File: src/rtl/dgsp_pkg.sv
// ----------------------------------------------------------------------------
// dgsp_pkg
// Shared types, codes and helpers for the dense-graph shortest path block.
// ----------------------------------------------------------------------------
`default_nettype none

package dgsp_pkg;

  localparam int unsigned MaxVertices = 32;
  localparam int unsigned VtxW  = $clog2(MaxVertices);
  localparam int unsigned CntW  = VtxW + 1;
  localparam int unsigned WgtW  = 18;
  localparam int unsigned DistW = 24;
  localparam int unsigned ActW  = 2;
  localparam int unsigned CfgIdxW = 2;
  localparam int unsigned ResultLimit = 32;
  localparam int unsigned KW = $clog2(ResultLimit);
  localparam logic [DistW-1:0] CapReset = 24'd255744;
  localparam logic [CntW-1:0] CountReset = 6'd18;
  localparam logic [VtxW:0] ParentNone = {1'b1, {VtxW{1'b1}}};

  localparam logic [ActW-1:0] ACT_LOAD  = 2'd0;
  localparam logic [ActW-1:0] ACT_RUN   = 2'd1;
  localparam logic [ActW-1:0] ACT_QUERY = 2'd2;

  localparam logic KIND_RUN  = 1'b0;
  localparam logic KIND_PATH = 1'b1;

  localparam logic [CfgIdxW-1:0] REG_COUNT  = 2'd0;
  localparam logic [CfgIdxW-1:0] REG_SOURCE = 2'd1;
  localparam logic [CfgIdxW-1:0] REG_CAP    = 2'd2;

  typedef struct packed {
    logic [CntW-1:0]  vertex_count;
    logic [VtxW-1:0]  source_vertex;
    logic [DistW-1:0] no_path_value;
  } cfg_t;

  typedef struct packed {
    logic            load;
    logic            clear_run;
    logic            scan_en;
    logic            scan_first;
    logic            settle;
    logic            rd_en;
    logic [VtxW-1:0] idx;
    logic            emit_run;
    logic            q_start;
    logic            q_emit;
  } cmd_t;

  typedef struct packed {
    logic found;
    logic best_lt_cap;
    logic out_free;
    logic more;
  } sts_t;

  function automatic logic [CntW-1:0] eff_count(input logic [CntW-1:0] vc);
    logic [CntW-1:0] lim;
    lim = CntW'(MaxVertices);
    return (vc > lim) ? lim : vc;
  endfunction

endpackage

`default_nettype wire

File: src/rtl/dgsp_ctrl.sv
// ----------------------------------------------------------------------------
// dgsp_ctrl
// Sequencer: select, settle and relax loops of a run, and the path walk.
// ----------------------------------------------------------------------------
`default_nettype none

module dgsp_ctrl import dgsp_pkg::*; (
  input  wire logic            clk_i,
  input  wire logic            rst_ni,
  input  wire cfg_t            cfg_i,
  input  wire logic            in_valid_i,
  output logic                 in_stall_o,
  input  wire logic [ActW-1:0] action_i,
  input  wire sts_t            sts_i,
  output cmd_t                 cmd_o,
  output logic                 idle_o
);

  localparam logic [2:0] S_IDLE   = 3'd0;
  localparam logic [2:0] S_SCAN   = 3'd1;
  localparam logic [2:0] S_DECIDE = 3'd2;
  localparam logic [2:0] S_RELAX  = 3'd3;
  localparam logic [2:0] S_DRAIN  = 3'd4;
  localparam logic [2:0] S_EMIT   = 3'd5;
  localparam logic [2:0] S_QUERY  = 3'd6;

  logic [2:0]      st_q, st_d;
  logic [CntW-1:0] idx_q, idx_d;
  logic [CntW-1:0] step_q, step_d;
  logic [CntW-1:0] n;
  logic            acc;

  assign n          = eff_count(cfg_i.vertex_count);
  assign in_stall_o = (st_q != S_IDLE);
  assign idle_o     = (st_q == S_IDLE);
  assign acc        = in_valid_i && (st_q == S_IDLE);

  always_comb begin
    st_d   = st_q;
    idx_d  = idx_q;
    step_d = step_q;
    cmd_o  = '0;
    cmd_o.idx = idx_q[VtxW-1:0];
    unique case (st_q)
      S_IDLE: begin
        if (acc) begin
          unique case (action_i)
            ACT_LOAD: cmd_o.load = 1'b1;
            ACT_RUN: begin
              cmd_o.clear_run = 1'b1;
              idx_d  = '0;
              step_d = '0;
              if ((CntW'(cfg_i.source_vertex) < n) && (n >= CntW'(2))) st_d = S_SCAN;
              else st_d = S_EMIT;
            end
            ACT_QUERY: begin
              cmd_o.q_start = 1'b1;
              st_d = S_QUERY;
            end
            default: ;
          endcase
        end
      end
      S_SCAN: begin
        cmd_o.scan_en    = 1'b1;
        cmd_o.scan_first = (idx_q == '0);
        if (idx_q == n - CntW'(1)) begin
          idx_d = '0;
          st_d  = S_DECIDE;
        end else begin
          idx_d = idx_q + CntW'(1);
        end
      end
      S_DECIDE: begin
        if (sts_i.found && sts_i.best_lt_cap) begin
          cmd_o.settle = 1'b1;
          idx_d = '0;
          st_d  = S_RELAX;
        end else begin
          st_d = S_EMIT;
        end
      end
      S_RELAX: begin
        cmd_o.rd_en = 1'b1;
        if (idx_q == n - CntW'(1)) begin
          idx_d = '0;
          st_d  = S_DRAIN;
        end else begin
          idx_d = idx_q + CntW'(1);
        end
      end
      S_DRAIN: begin
        if (step_q + CntW'(2) < n) begin
          step_d = step_q + CntW'(1);
          st_d   = S_SCAN;
        end else begin
          st_d = S_EMIT;
        end
      end
      S_EMIT: begin
        if (sts_i.out_free) begin
          cmd_o.emit_run = 1'b1;
          st_d = S_IDLE;
        end
      end
      S_QUERY: begin
        if (sts_i.out_free) begin
          cmd_o.q_emit = 1'b1;
          if (!sts_i.more) st_d = S_IDLE;
        end
      end
      default: st_d = S_IDLE;
    endcase
  end

  always_ff @(posedge clk_i or negedge rst_ni) begin
    if (!rst_ni) begin
      st_q   <= S_IDLE;
      idx_q  <= '0;
      step_q <= '0;
    end else begin
      st_q   <= st_d;
      idx_q  <= idx_d;
      step_q <= step_d;
    end
  end

endmodule

`default_nettype wire

File: config.mk
export PLATFORM = sky130hd
export DESIGN_NAME = dgsp_ctrl
export DESIGN_NICKNAME = d
export VERILOG_FILES = /design/src/rtl/dgsp_pkg.sv /design/src/rtl/dgsp_ctrl.sv
export SDC_FILE = /design/constraint.sdc
export NUM_CORES = 1
export LEC_CHECK = 0
export ABC_AREA = 1
export BUFFER_PORTS_ARGS = -buffer_cell sky130_fd_sc_hd__buf_2
export CORE_MARGIN = 10
export CORE_UTILIZATION = 35
export DETAILED_ROUTE_END_ITERATION = 16
export PLACE_DENSITY = 0.62
export SYNTH_ARGS = -nofsm -noshare
export SYNTH_HDL_FRONTEND = slang
export SYNTH_SLANG_ARGS = --single-unit
export TNS_END_PERCENT = 100
File: constraint.sdc
create_clock -name clk_i -period 2.7 [get_ports clk_i]
set_input_delay 0.405 -clock clk_i [delete_from_list [all_inputs] [get_ports clk_i]]
set_output_delay 0.405 -clock clk_i [all_outputs]
set_load 0.05 [all_outputs]
# After elaboration in Yosys (flattened, before gate mapping)
# Cells that the tools add are included.
[word_totals]
register_bits = 15
elab_cells = 76
[classes]
addsub = 4
magnitude_cmp = 4
eq_ne = 19
muxes = 33
reduce_logical = 13
[ops]
columns = ["op", "n"]
rows = [
  ["6-bit two-way mux", 6],
  ["3-bit two-way mux", 9],
  ["3-bit one-hot mux with 7 select lines", 1],
  ["6-bit one-hot mux with 3 select lines", 1],
  ["2-bit != test, second input constant", 7],
  ["6-bit by 1-bit adder with 6-bit output, second input constant", 2],
  ["6-bit one-hot mux with 2 select lines", 1],
  ["1-bit two-way mux", 11],
  ["3-bit equality test, second input constant", 3],
  ["4-bit AND reduction", 2],
  ["7-bit AND reduction", 1],
  ["6-bit by 2-bit adder with 6-bit output, second input constant", 1],
  ["3-bit by 2-bit equality test with 1-bit output, second input constant", 2],
  ["6-bit equality test", 1],
  ["6-bit by 2-bit greater-or-equal comparator with 1-bit output, second input constant", 1],
  ["6-bit > comparator, second input constant", 1],
  ["6-bit zero test", 1],
  ["5-bit by 6-bit < comparator with 1-bit output", 1],
  ["6-bit < comparator", 1],
  ["2-bit two-way mux", 3],
  ["3-bit one-hot mux with 2 select lines", 1],
  ["3-bit nonzero test", 2],
  ["6-bit by 1-bit subtractor with 6-bit output, second input constant", 1],
  ["2-bit by 1-bit != test with 1-bit output, second input constant", 2],
  ["other kinds (9)", 11],
]

# Logic depth before layout (Yosys ltp)
[depth]
depth_word = 8
ltp_mapped = 15

# Worst setup path before layout
# No wires, ideal clock.
[synth_timing]
kind = "register to output"
from = "register st_q[1]"
to = "output port cmd_o[10] (netlist bit)"
arrival_time_ns = 2.535
t_required_ns = 2.295
setup_slack_ns = -0.240
stages_incl_launch_ff = 6
path_cell_list = "dfrtp_1 > inv_1 > nand2_1 > nor2_1 > nand4_1 > nor3_1"
[synth_rtl]
columns = ["element", "line_no", "source"]
rows = [
  ["from (decl)", "dgsp_ctrl.sv:27", "logic [2:0] st_q, st_d;"],
  ["from (signal assigned)", "dgsp_ctrl.sv:122", "st_q <= st_d;"],
  ["to (decl)", "dgsp_ctrl.sv:15", "output cmd_t cmd_o,"],
]

# Worst setup path in the final report
[layout_timing]
from = "register step_q[2]"
to = "register step_q[0]"
[layout_via]
elab_chain_cells = 4
[layout_lines]
columns = ["element", "line_no", "source"]
rows = [
  ["from (decl)", "dgsp_ctrl.sv:29", "logic [CntW-1:0] step_q, step_d;"],
  ["from (signal assigned)", "dgsp_ctrl.sv:124", "step_q <= step_d;"],
  ["6-bit by 2-bit adder with 6-bit output", "dgsp_ctrl.sv:93", "if (step_q + CntW'(2) < n) begin"],
  ["6-bit < comparator", "dgsp_ctrl.sv:93", ""],
  ["2-bit != test (no line)", "-", ""],
  ["4-bit AND reduction (no line)", "-", ""],
]
# No other way between the ends.
# A chain may end at the register's enable or synchronous reset.

==> flow_summary.ini <==
[sta]
final.setup_skew_ns = 0.00549
unrepaired_setup_endpoints_after_global_routing = false
period_needed_ns = 2.46
final-max-slew-violation-count = 0
setup-tns-final_ns = 0
timing.max_slew.rel_slack_pct = 72.3
worst_pin_slew_ns = 0.414
share_of_the_cycle_needed_by_the_critical_path_after_routing_pct = 91.2
fmax_mhz = 406
finalHoldViolations = 0
setup_viol_count_final = 0

[clock_network]
cts_root_buffer = clkbuf_8
clock_tree.htree_level_count = 1
cts_buffer_depth = 2
post_cts.repair.setup_buffers = 0
cts-buffers-inserted = 3
path_clk_slew_ns = 0.07
insertion_delay_ns = 0.25
clock-sinks = 15
cts_repair_resize_count = 0
cts_hold_buf = 0
cts_tree = done

[synthesis]
synth_top_flop_cell = dfrtp_1
post_synth_inst_count = 241
ys_ff_latch = 15
mappedNetlistArea_um2 = 1700
synthesis.nets = 299
synth_async_sr_flop_share_pct = 100
share_of_synthesized_area_occupied_by_flip_flops_and_latches_pct = 22.1
synth.avg_cell_area_um2 = 7.04
synth_edf_count = 0
yosysUniqueCellTypes = 33
synth_warnings = 0

[final_layout]
fin_nets = 331
nFillCells = 509
final_design_area_no_fill_um2 = 1940
total_area_of_multi_input_combinational_cells_um2 = 1110
layout-area-overhead-vs-synth_pct = 14.5
most_used_cells_in_the_layout_excluding_fill_and_tap_cells = 41 x nand2_1, 35 x buf_2, 33 x inv_1, 26 x nor2_1, 23 x nand3_1
antenna_cells = 0
final-seq-area_um2 = 375
drive_gt1_share_pct = 26.8
layout_commonest_cell = nand2_1

[floorplanning]
die_area_um2 = 8030
die_y_um = 89.6
initial_core_util_pct = 35.9
floorplan.die.width_um = 89.6
num_rows = 25
io_pins = 60
core_um2 = 4720

[route]
via_per_inst = 4.65
wl_per_cell_um = 11.7
route.vias.total = 1575
routed_wire_length_mm = 3.96
drt-initial-drc-count = 54
detailedRoute.firstPassIterationCount = 4
drtAntennaViolNets = 0
drc = 0

[setup_path]
required_ns = 2.87
critical_path.max_stage_delay_ns = 0.43
ff2ff_setup_slack_ns = 0.24
r2r-start = step_q[2]
crit-reg2reg-capture = step_q[0]
crit_end = step_q[0]
worst_r2r_path_depth = 11
cp-end-kind = flop
critical_path_arrival_ns = 2.63
timing.critical_path.cells = ha_1, nand3_1, xor2_1, ha_1, nand2_1, nor2_1, a211oi_1, nand2_2, a21oi_4, nand3_1, o21ai_1
cp.depth = 11
worst-path-max-fanout = 12
worst-setup-path-type = reg -> reg
cpLargestDelayFamily = compound AO/OA/AOI/OAI gates
buf_inv_stages_crit_path = 0
cp-startpoint = step_q[2]
worstSetupStartpointType = flop
critPathSlowestCell = dfrtp_1

[worst_hold_path]
hold_path_class = in -> async

[placement]
gpl.final_weighted_congestion = 0.815
count_of_input_and_output_buffers = 35
dp_hpwl_mm = 3.36
placed_cell_areas_um2 = 1900

[grt]
grt_antenna_before_repair = 0
globalRouteTotalUtil_pct = 10.1
grt_overflow_total = 0
global_route_wire_length_before_repair_mm = 6.51
grt_pass1_vias = 1486
grt_max_degree = 16

[run_status]
status = finished clean

[run]
drv.max_cap_violation_count = 0

[pwr]
power.ir.vdd_worst_v = 0.000356
cellPowerDensity_nw_per_um2 = 822
p_leak_nw = 0.973
[worst reg2reg max path, stage by stage (launching register included)]
cell and delay, ns:
dfrtp_1 0.43, ha_1 0.23, nand3_1 0.12, xor2_1 0.17
ha_1 0.31, nand2_1 0.08, nor2_1 0.05, a211oi_1 0.26
nand2_2 0.14, a21oi_4 0.37, nand3_1 0.12, o21ai_1 0.11
[worst min path at each step]
stage,from,end
floorplan,rst_ni,idx_q[0]
global placement,rst_ni,step_q[4]
detailed placement,rst_ni,step_q[4]
CTS,rst_ni,idx_q[4]
global route,rst_ni,st_q[2]
finish,rst_ni,idx_q[0]
[Yosys cell counts, types with 3 or more instances]
cell type / count / area, µm²
inv_1: 33 / 124
nand2_2: 8 / 50.1
nand2_1: 41 / 154
o21ai_1: 8 / 40.0
buf_4: 6 / 45.0
dfrtp_1: 15 / 375
xor2_1: 11 / 96.3
nand3_1: 23 / 115
inv_2: 5 / 18.8
nand3_2: 4 / 40.0
a21oi_1: 6 / 30.0
nand4_1: 3 / 18.8
o211ai_1: 3 / 22.5
o21ai_2: 4 / 35.0
nor2_1: 26 / 97.6
nor2_2: 3 / 18.8
ha_1: 14 / 175
nor3_1: 6 / 30.0
[power breakdown]
part	internal [mW]	leakage (nW)	total (mW)	switching (mW)
Sequential	0.285	0.201	0.369	0.0842
Combinational	0.295	0.746	1.04	0.748
Clock	0.102	0.0255	0.185	0.0827
Total	0.682	0.973	1.60	0.915
[sequential cells by signal (all words and copies together) (netlist names)]
| register | flops |
|---|---|
| idx_q | 6 |
| step_q | 6 |
| st_q | 3 |
[cell families after synthesis]
logic type               count (synthesis)  synth area share, %
buffers and inverters                   48                 12.8
adder cells (fa/ha/maj)                 14                 10.3
AO/OA/AOI/OAI                           31                 12.1
AND/OR/NAND/NOR                        120                 35.9
XOR/XNOR                                13                 6.71
flip-flops                              15                 22.1
[stage by stage]
stage | hold slack [ns] | worst slack (ns) | instances | total power [mW] | utilization, %
2_1_floorplan | 0.109 | 0.0920 | 241 | 1.25 | -
3_3_place_gp | 0.331 | 0.185 | 335 | 1.41 | 40.2
3_5_place_dp | 0.342 | 0.115 | 335 | 1.43 | 40.2
4_1_cts | 0.0660 | 0.235 | 339 | 1.62 | 41.1
5_1_grt | 0.0818 | 0.0190 | 339 | 1.73 | 41.1
6_report | 0.0502 | 0.237 | 339 | 1.60 | 41.1
[layout make-up]
class                      count  area share [%]
multi-input combinational    178            57.1
sequential                    15            19.3
timing repair buffer          36            9.40
inverter                      39            7.53
tap                           67            4.31
clock buffer                   3            2.12
clock inverter                 1           0.258
[metal layers]
layer	track usage (%)	part of all wire [%]	up-vias
met3	2.89	3.6	6
met5	0	0	-
met4	2.31	1.1	0
li1	-	-	836
met1	12.1	44	717
met2	17.5	51	16
Note: power is estimated with default switching activity, not from simulation.
